## src/aavr_pkg.sv

```systemverilog
// ----------------------------------------------------------------------------
// aavr_pkg
// Shared widths, constants and helper functions of the axis-angle rotator.
// ----------------------------------------------------------------------------
package aavr_pkg;

  localparam int VEC_W           = 32;
  localparam int ANGLE_W         = 16;
  localparam int ATAN_COUNT      = 32;
  localparam int NORM_STEPS      = 5;
  localparam int SQRT_STEPS      = 32;
  localparam int DIV_STEPS       = 31;
  localparam int POST_STAGES     = 4;
  localparam int TRIG_STAGES_DEF = 16;

  localparam logic signed [32:0] INV_GAIN  = 33'sd652032874;
  localparam logic signed [32:0] UNIT_ONE  = 33'sd1073741824;
  localparam logic signed [32:0] DOT_LIMIT = 33'sd3758096384;

  typedef logic signed [VEC_W-1:0] comp_t;

  function automatic logic [31:0] atan_turn(input logic [4:0] idx);
    logic [31:0] a;
    case (idx)
      5'd0:  a = 32'd536870912;
      5'd1:  a = 32'd316933406;
      5'd2:  a = 32'd167458907;
      5'd3:  a = 32'd85004756;
      5'd4:  a = 32'd42667331;
      5'd5:  a = 32'd21354465;
      5'd6:  a = 32'd10679838;
      5'd7:  a = 32'd5340245;
      5'd8:  a = 32'd2670163;
      5'd9:  a = 32'd1335087;
      5'd10: a = 32'd667544;
      5'd11: a = 32'd333772;
      5'd12: a = 32'd166886;
      5'd13: a = 32'd83443;
      5'd14: a = 32'd41722;
      5'd15: a = 32'd20861;
      5'd16: a = 32'd10430;
      5'd17: a = 32'd5215;
      5'd18: a = 32'd2608;
      5'd19: a = 32'd1304;
      5'd20: a = 32'd652;
      5'd21: a = 32'd326;
      5'd22: a = 32'd163;
      5'd23: a = 32'd81;
      5'd24: a = 32'd41;
      5'd25: a = 32'd20;
      5'd26: a = 32'd10;
      5'd27: a = 32'd5;
      5'd28: a = 32'd3;
      5'd29: a = 32'd1;
      5'd30: a = 32'd1;
      default: a = 32'd0;
    endcase
    return a;
  endfunction

  // round to nearest, ties up, then drop 30 fraction bits
  function automatic logic signed [41:0] rnd30(input logic signed [71:0] v);
    logic signed [71:0] t;
    t = (v + 72'sd536870912) >>> 30;
    return 42'(t);
  endfunction

endpackage

```

## src/aavr_cordic_cell.sv

```systemverilog
// ----------------------------------------------------------------------------
// aavr_cordic_cell
// One rotation-mode CORDIC micro-rotation.
// ----------------------------------------------------------------------------
module aavr_cordic_cell #(
  parameter int IDX = 0
) (
  input  logic               clk,
  input  logic               en,
  input  logic signed [32:0] x_in,
  input  logic signed [32:0] y_in,
  input  logic signed [33:0] z_in,
  input  logic               neg_in,
  output logic signed [32:0] x_out,
  output logic signed [32:0] y_out,
  output logic signed [33:0] z_out,
  output logic               neg_out
);

  localparam logic signed [33:0] ATAN = $signed({2'b00, aavr_pkg::atan_turn(5'(IDX))});

  always_ff @(posedge clk) begin
    if (en) begin
      neg_out <= neg_in;
      if (!z_in[33]) begin
        x_out <= x_in - (y_in >>> IDX);
        y_out <= y_in + (x_in >>> IDX);
        z_out <= z_in - ATAN;
      end else begin
        x_out <= x_in + (y_in >>> IDX);
        y_out <= y_in - (x_in >>> IDX);
        z_out <= z_in + ATAN;
      end
    end
  end

endmodule

```

## config.mk

```make
export PLATFORM = sky130hd
export DESIGN_NAME = aavr_cordic_cell
export DESIGN_NICKNAME = d
export VERILOG_FILES = /design/src/aavr_pkg.sv /design/src/aavr_cordic_cell.sv
export SDC_FILE = /design/constraint.sdc
export NUM_CORES = 1
export LEC_CHECK = 0
export BUFFER_PORTS_ARGS = -buffer_cell sky130_fd_sc_hd__buf_2
export CORE_UTILIZATION = 40
export CTS_BUF_LIST = sky130_fd_sc_hd__clkbuf_4 sky130_fd_sc_hd__clkbuf_8
export DETAILED_ROUTE_END_ITERATION = 8
export PLACE_DENSITY = 0.61
export SKIP_LAST_GASP = 1
export SLEW_MARGIN = 20
export SYNTH_ARGS = -nofsm -noshare
export SYNTH_HDL_FRONTEND = slang
export SYNTH_SLANG_ARGS = --single-unit
```

## constraint.sdc

```tcl
create_clock -name clk -period 3.5 [get_ports clk]
set_input_delay 0.175 -clock clk [delete_from_list [all_inputs] [get_ports clk]]
set_output_delay 0.175 -clock clk [all_outputs]
set_load 0.05 [all_outputs]
```

==> flow_metrics.tcl <==
set metrics [dict create \
    status "completed" \
    grt_pass1_wl_um 42400 \
    synthTopCellsByArea "edfxtp_1 34%, ha_1 14%, a21oi_1 6.3%" \
    slew_violations 0 \
    ant_nets 0 \
    synth_seq_cells 100 \
    cp_data_required_time_ns 3.64 \
    synth_ff_type "edfxtp_1" \
    die_h_um 151 \
    dp_hpwl_um 21300 \
    hold_path.class "primary input to flip-flop" \
    final_util_pct 49.3 \
    grt.total_usage_pct 24.4 \
    crit_type "primary input to flip-flop" \
    h-tree-depth 3 \
    cts_tree "done" \
    post-route-min-period_ns 2.73 \
    die_w_um 151 \
    yosysWarnings 0 \
    start_util_pct 40.7 \
    yosysUniqueCellTypes 76 \
    grt_max_degree 101 \
    clk_path_buf_depth 2 \
    coreArea_um2 21800 \
    cts_buffers 9 \
    finalCritPeriodShare_pct 78.1 \
    avgSynthCellArea_um2 8.94 \
    pin_count 204 \
    final_cell_mix "202 x buf_2, 112 x a21oi_1, 100 x edfxtp_1" \
    synth_top_area_share_pct 33.9 \
    rows 54 \
    power.leakage_nw 4.69 \
    area.growth.synth_to_final_pct 21.2 \
    drt_iter0_drc 792 \
    async_flop_share_pct 0 \
    port_buffers 203 \
    layout_commonest_cell "buf_2" \
    synth_edf_count 100 \
    routed_wl_um 27500 \
    hold_end "z_out[29]$_DFFE_PP_" \
    clock.fmax_mhz 366 \
    yosys.area.top_type "edfxtp_1" \
    worst_pin_slew_ns 0.984 \
    cts.sinks 100 \
    crit_path_end_kind "flip-flop" \
    num_vias 8278 \
    timing.setup.tns_ns 0 \
    ir_drop_mv 0.184 \
    hold_viol 0 \
    maxSlewHeadroom_pct 34.4 \
    gp_congestion 0.947 \
    grt_setup_unrepaired "false" \
    grt_overflow 0 \
    drc 0 \
    critPathMaxFanout 5 \
    drt-vias-per-instance 5.54 \
    drt-pass1-iter-count 6 \
    netlist_area_um2 8850 \
    seq_area_frac_synth_pct 33.9 \
    setup_viol 0 \
    crit_arrival_ns 2.87 \
    synth_cells 990 \
    dieArea_um2 22700 \
    syn_nets 1196 \
    drive_gt1_share_pct 22.1 \
    hold_depth 2 \
    root_buffer "clkbuf_8" \
    avgRoutedWirePerCell_um 18.4 \
    final_nets 1416 \
    start_kind "primary input" \
    grt_antenna_before_repair 0 \
    clk_pin_slew_worst_paths_ns 0.10 \
    cap_violations 0 \
    hold_start "z_in[29]" \
    antenna_cells 0 \
    grt_pass1_vias 7885 \
    p_per_area_nw_per_um2 426 \
]
-- area by class of cell --
class                           count  area, um2
Clock buffer                       10        131
Clock inverter                      5        108
Fill cell                        2134      11000
Inverter                          101        379
Multi-Input combinational cell    742       5260
Sequential cell                   100       3000
Tap cell                          280        350
Timing Repair Buffer              256       1500
-- synth_stat cells, drive strengths merged (3+ instances only) --
cell type    n
a31oi        7
nor3        18
nand2b      11
buf         24
a2111oi      4
edfxtp     100
mux2i       10
a221oi       3
or3          8
o21ai       79
nand3       18
o211ai      14
a221o        4
nor2        74
or2          8
ha          99
or4          4
xor2         7
o2111ai      3
clkinv       4
o311ai       4
nand2       51
a21o        14
o21a         5
and2         4
nor4        10
a211oi      17
nor2b        9
o21bai      16
fa           4
xnor2       58
clkbuf      23
o41ai        3
nand4       11
o31ai       12
inv         97
a21oi      114
a211o        4
a21boi       4
o221ai       7
-- state kept, by name, summed over array words and instances (netlist names) --
name / count
neg_out: 1
z_out: 34
y_out: 32
x_out: 33
-- kinds of logic (layout without fill, tap and decap cells) --
group,Yosys count,after routing,share of synthesized area [%]
simple gates,233,233,12.9
flops,100,100,33.9
fa+ha+maj,103,103,14.9
mux,10,10,1.13
xor+xnor,65,65,6.43
compound gates,331,331,24.1
buf+inv,148,372,6.68
-- metrics by stage --
stage                     instance area, um2  hold slack [ns]  instances  setup slack, ns  power [mW]
final                                  10700           0.0537       1494            0.766        4.57
after global routing                   10700           0.0505       1494            0.594        4.78
after CTS                              10700           0.0347       1494            0.782        4.58
after detailed placement               10200            0.354       1449            0.366        3.60
after global placement                 10200            0.351       1449            0.375        3.60
after floorplan                         8850            0.274        990            0.971        3.04
-- worst max-delay path by stage --
stage | from | to | slack (ns) | cells after the start
after CTS | x_in[0] | y_out[32]$_DFFE_PP_ | 0.78 | 11
after detailed placement | x_in[0] | x_out[32]$_DFFE_PP_ | 0.37 | 11
final | x_in[0] | x_out[32]$_DFFE_PP_ | 0.77 | 11
after global routing | x_in[0] | y_out[24]$_DFFE_PP_ | 0.59 | 11
after global placement | x_in[0] | x_out[32]$_DFFE_PP_ | 0.37 | 11
after floorplan | x_in[0] | x_out[32]$_DFFE_PP_ | 0.97 | 10
-- worst max-delay path, stage by stage --
cell and delay, ns:
buf_2 0.11, ha_1 0.22, fa_1 0.42, nor2b_1 0.18, o211ai_2 0.27, a31oi_1 0.19
o22a_1 0.25, a221o_1 0.44, a31o_1 0.27, a221oi_2 0.25, xor2_1 0.09
-- power breakdown --
| part | switching, mW | internal, mW |
|---|---|---|
| logic | 1.43 | 0.595 |
| clock network | 0.468 | 0.485 |
| registers | 0.0511 | 1.54 |
-- what timing repair did --
| item | 4_1_cts | 5_1_grt |
|---|---|---|
| setup buffers | 0 | 0 |
| hold endpoints to repair | 30 | 0 |
| hold buffers | 30 | 0 |
| resized for setup | 0 | 0 |
-- layer usage --
metal  GRT usage, %  share of wire [%]  vias up
met1           33.6                 45     3832
met4           7.90                2.2        0
met2           39.0                 45      390
met3           3.61                8.2       47
met5              0                  0        -
li1               -                  -     4009
Power figures use the tool's default switching activity.
