===== src/aavr_pkg.sv =====
// ----------------------------------------------------------------------------
// aavr_pkg
// Shared widths, constants and helper functions of the axis-angle rotator.
// ----------------------------------------------------------------------------
package aavr_pkg;

  localparam int VEC_W           = 32;
  localparam int ANGLE_W         = 16;
  localparam int ATAN_COUNT      = 32;
  localparam int NORM_STEPS      = 5;
  localparam int SQRT_STEPS      = 32;
  localparam int DIV_STEPS       = 31;
  localparam int POST_STAGES     = 4;
  localparam int TRIG_STAGES_DEF = 16;

  localparam logic signed [32:0] INV_GAIN  = 33'sd652032874;
  localparam logic signed [32:0] UNIT_ONE  = 33'sd1073741824;
  localparam logic signed [32:0] DOT_LIMIT = 33'sd3758096384;

  typedef logic signed [VEC_W-1:0] comp_t;

  function automatic logic [31:0] atan_turn(input logic [4:0] idx);
    logic [31:0] a;
    case (idx)
      5'd0:  a = 32'd536870912;
      5'd1:  a = 32'd316933406;
      5'd2:  a = 32'd167458907;
      5'd3:  a = 32'd85004756;
      5'd4:  a = 32'd42667331;
      5'd5:  a = 32'd21354465;
      5'd6:  a = 32'd10679838;
      5'd7:  a = 32'd5340245;
      5'd8:  a = 32'd2670163;
      5'd9:  a = 32'd1335087;
      5'd10: a = 32'd667544;
      5'd11: a = 32'd333772;
      5'd12: a = 32'd166886;
      5'd13: a = 32'd83443;
      5'd14: a = 32'd41722;
      5'd15: a = 32'd20861;
      5'd16: a = 32'd10430;
      5'd17: a = 32'd5215;
      5'd18: a = 32'd2608;
      5'd19: a = 32'd1304;
      5'd20: a = 32'd652;
      5'd21: a = 32'd326;
      5'd22: a = 32'd163;
      5'd23: a = 32'd81;
      5'd24: a = 32'd41;
      5'd25: a = 32'd20;
      5'd26: a = 32'd10;
      5'd27: a = 32'd5;
      5'd28: a = 32'd3;
      5'd29: a = 32'd1;
      5'd30: a = 32'd1;
      default: a = 32'd0;
    endcase
    return a;
  endfunction

  // round to nearest, ties up, then drop 30 fraction bits
  function automatic logic signed [41:0] rnd30(input logic signed [71:0] v);
    logic signed [71:0] t;
    t = (v + 72'sd536870912) >>> 30;
    return 42'(t);
  endfunction

endpackage


===== src/aavr_div_cell.sv =====
// ----------------------------------------------------------------------------
// aavr_div_cell
// One quotient bit of the three-lane axis normalization divide.
// ----------------------------------------------------------------------------
module aavr_div_cell #(
  parameter bit FIRST = 1'b0
) (
  input  logic                                 clk,
  input  logic                                 en,
  input  logic [31:0]                          mag_in,
  input  logic [2:0][32:0]                     rem_in,
  input  logic [2:0][aavr_pkg::DIV_STEPS-1:0]  q_in,
  output logic [31:0]                          mag_out,
  output logic [2:0][32:0]                     rem_out,
  output logic [2:0][aavr_pkg::DIV_STEPS-1:0]  q_out
);

  logic [2:0][32:0] t;
  logic [2:0]       ge;

  always_comb begin
    for (int l = 0; l < 3; l++) begin
      t[l]  = FIRST ? rem_in[l] : {rem_in[l][31:0], 1'b0};
      ge[l] = t[l] >= {1'b0, mag_in};
    end
  end

  always_ff @(posedge clk) begin
    if (en) begin
      mag_out <= mag_in;
      for (int l = 0; l < 3; l++) begin
        rem_out[l] <= ge[l] ? t[l] - {1'b0, mag_in} : t[l];
        q_out[l]   <= {q_in[l][aavr_pkg::DIV_STEPS-2:0], ge[l]};
      end
    end
  end

endmodule


===== config.mk =====
export PLATFORM = sky130hd
export DESIGN_NAME = aavr_div_cell
export DESIGN_NICKNAME = d
export VERILOG_FILES = /design/src/aavr_pkg.sv /design/src/aavr_div_cell.sv
export SDC_FILE = /design/constraint.sdc
export NUM_CORES = 1
export LEC_CHECK = 0
export BUFFER_PORTS_ARGS = -buffer_cell sky130_fd_sc_hd__buf_2
export CORE_MARGIN = 1.5
export CORE_UTILIZATION = 45
export CTS_CLUSTER_DIAMETER = 120
export DETAILED_ROUTE_END_ITERATION = 8
export GPL_TIMING_DRIVEN = 0
export HOLD_SLACK_MARGIN = 0.03
export PLACE_DENSITY = 0.76
export SETUP_SLACK_MARGIN = 0.3
export SYNTH_ARGS = -nofsm -noshare
export SYNTH_HDL_FRONTEND = slang
export SYNTH_SLANG_ARGS = --single-unit

===== constraint.sdc =====
create_clock -name clk -period 6.03 [get_ports clk]
set_clock_uncertainty 0.05 [all_clocks]
set_input_delay 0.603 -clock clk [delete_from_list [all_inputs] [get_ports clk]]
set_output_delay 0.603 -clock clk [all_outputs]
set_load 0.01 [all_outputs]

==> flow_summary.toml <==
[status]
status = "completed"

[clocking]
clk_pin_slew_ns = 0.06
post_cts_resized = 0
cts_tree = "yes"
root_buffer = "clkbuf_16"
cts_setup_buffers = 0
clkSinkCount = 224
holdBufCountCts = 0
cts_buffer_depth = 3
cts_max_level = 1
numCtsBuffers = 25

[sta]
post-route-period-util = 0.596
timing.fmax_mhz = 278
setup_viol = 0
setup_tns_ns = 0
period_needed_ns = 3.59
relSlewSlack = 0.466
slew_viol_final = 0
rsz0062_at_grt = "no"
tightest_slew_ns = 0.791
worst_slack_ns = 2.44
worst_hold_slack_ns = 0.213
hold_violations = 0

[routing]
vias = 11000
dr.pass1.iters = 5
via_per_inst = 5.47
drtIter0Drc = 560
wl_mm = 41.8
wl_per_cell_um = 20.7
antenna_left = 0
drcViolationCount = 0

[layout]
utilization = 0.579
final_nets = 1937
final.fill_count = 2463
final_cell_area_mm2 = 0.0167
drive_above_1_share = 0.348
area_growth_pct = 26.1

[synth]
yosysSeqAreaShare = 0.508
avgSynthCellArea_um2 = 11.6
syn_nets = 1466
synth_edf_count = 224
yosys_warnings = 0
async_flop_share = 0
synth_cell_types = 76
synth_area_leaders = "edfxtp_1 (51%), ha_1 (9.1%), mux2_2 (4.8%), a21oi_1 (4.1%), xnor2_1 (3.5%)"
netlist_instances = 1141
synth_flop_cell = "edfxtp_1"
synth.ff_latch_count = 224
synth_area_leader_cell = "edfxtp_1"
netlist.area_leader.share = 0.508
synth_area_mm2 = 0.0133

[job]
drv_cap = 0

[floorplanning]
core-area_mm2 = 0.0289
die-area_mm2 = 0.0305
fp.dieH_um = 175
initial_utilization = 0.459
pin_count = 450
die_w_um = 175
rows = 62

[worst_setup_path]
critPathKind = "input port to register"
crit_start = "mag_in[22]"
cp-end-kind = "register"
cp-start-kind = "input port"
required_ns = 6.23
cp_max_fo = 10
cp.arrival_ns = 3.79

[place]
dpl-instance-area_mm2 = 0.0160
port_buffers = 443
place_ws_ns = 1.70
place_congestion = 0.896
hpwl_mm = 33.5

[global_route]
overflow = 0
grt_max_degree = 128
grt.total_usage = 0.263
grt_pass1_vias = 10800
grt_pass1_wl_mm = 61.1
antenna_found_initial = 7

[power_and_ir_drop]
seqPwrFrac = 0.432
power_switching_mw = 1.36
vdd_ir_drop_max_uv = 233
p_sw_frac = 0.296
leakage_nw = 7.31
p_int_mw = 3.24
powerDensity_mw_per_mm2 = 276
power_frac_comb = 0.272
clkPwrFrac = 0.295

[hold_path]
min_to = "q_out[92]$_DFFE_PP_"
hold_start = "q_in[91]"
hp-class = "input port to register"
min_path_cells = 1
synthesized netlist by cell type, types with 15 or more instances:
cell type  number
edfxtp_1      224
a21oi_1       109
ha_1           96
nor2_1         79
mux2_2         57
inv_1          54
xnor2_1        53
nand2_1        51
a21o_1         45
o21ai_0        45
xor2_1         26
nand3_1        24
nand4_1        18
nor3_1         18
clkbuf_1       15
nand2b_1       15
o21a_1         15
o21bai_1       15
registers in the layout (all words and copies together) (netlist names):
signal / cells
rem_out: 99
q_out: 93
mag_out: 32
per-layer routing:
layer | vias to the layer above | track usage | wire, µm
met1 | 5288 | 0.295 | 15700
met2 | 365 | 0.498 | 22100
li1 | 5301 | - | -
met3 | 71 | 0.0470 | 2480
met4 | 2 | 0.0905 | 1440
met5 | - | 0 | 10
critical path, cell delays in order:
cell	delay, ns
buf_2	0.10
inv_1	0.12
ha_1	0.30
buf_2	0.18
nand2_1	0.09
nor2_1	0.17
nand3_1	0.14
or2_1	0.30
nor4_1	0.54
nor4_1	0.18
a41oi_4	0.43
buf_6	0.23
mux2_2	0.38
area by class of cell:
type / instances / area (µm²) / area share
well taps: 384 / 480 / 0.0288
clock inverters: 9 / 48.8 / 0.00292
plain buffers: 32 / 158 / 0.00944
multi-input cells: 831 / 6160 / 0.369
flip-flops and latches: 224 / 6730 / 0.403
inverters: 54 / 203 / 0.0121
repair buffers: 444 / 2250 / 0.135
diodes: 4 / 10.0 / 0.000599
clock buffers: 34 / 659 / 0.0395
how the worst max path moves through the flow:
stage / slack (ns) / cells after the start / end
6_report: 2.44 / 13 / rem_out[86]$_DFFE_PP_
5_1_grt: 2.10 / 13 / rem_out[97]$_DFFE_PP_
3_3_place_gp: 1.30 / 1 / rem_out[4]$_DFFE_PP_
4_1_cts: 2.23 / 13 / rem_out[88]$_DFFE_PP_
2_1_floorplan: 2.87 / 12 / rem_out[31]$_DFFE_PP_
3_5_place_dp: 1.70 / 13 / rem_out[88]$_DFFE_PP_
cell usage in the layout (no fill, tap or decap), types with 7 or more instances in the layout:
cell type / instances
buf_2: 454
ha_1: 96
mux2_2: 57
nor3_1: 18
o21a_1: 15
o21bai_1: 15
a211oi_1: 10
xnor2_1: 53
nor2_1: 79
nand3_1: 24
a31oi_1: 11
and3_1: 13
nand2_1: 51
nand4_1: 18
clkbuf_16: 25
a21o_1: 45
xor2_1: 26
edfxtp_1: 224
nor2b_1: 13
o21ai_0: 45
inv_1: 54
o211ai_1: 9
a21oi_1: 109
clkbuf_1: 24
and2_1: 7
nor4_1: 7
mux2_1: 8
nand2b_1: 15
cells by family (layout without fill, tap and decap cells):
family	after synthesis	after routing	synth area share
compound gates	321	321	0.160
flops	224	224	0.508
buf+inv	86	573	0.0272
other cells	0	4	0
fa+ha+maj	99	99	0.0952
xor+xnor	79	79	0.0522
mux	69	69	0.0583
simple gates	263	263	0.0991
metrics by stage:
stage          total power, mW  std cells
2_1_floorplan             2.78       1141
3_3_place_gp              3.26       1968
3_5_place_dp              3.27       1969
4_1_cts                   4.64       2012
5_1_grt                   4.81       2016
6_report                  4.60       2016
power by group through the flow:
| stage | clock network, mW | logic (mW) | registers, mW |
|---|---|---|---|
| after global placement | 0 | 1.23 | 2.03 |
| after CTS | 1.39 | 1.26 | 1.99 |
| after global routing | 1.45 | 1.36 | 2.01 |
| after floorplan | 0 | 0.659 | 2.12 |
| final | 1.36 | 1.25 | 1.99 |
| after detailed placement | 0 | 1.25 | 2.02 |
No activity file was read; power rests on OpenSTA's default activity.
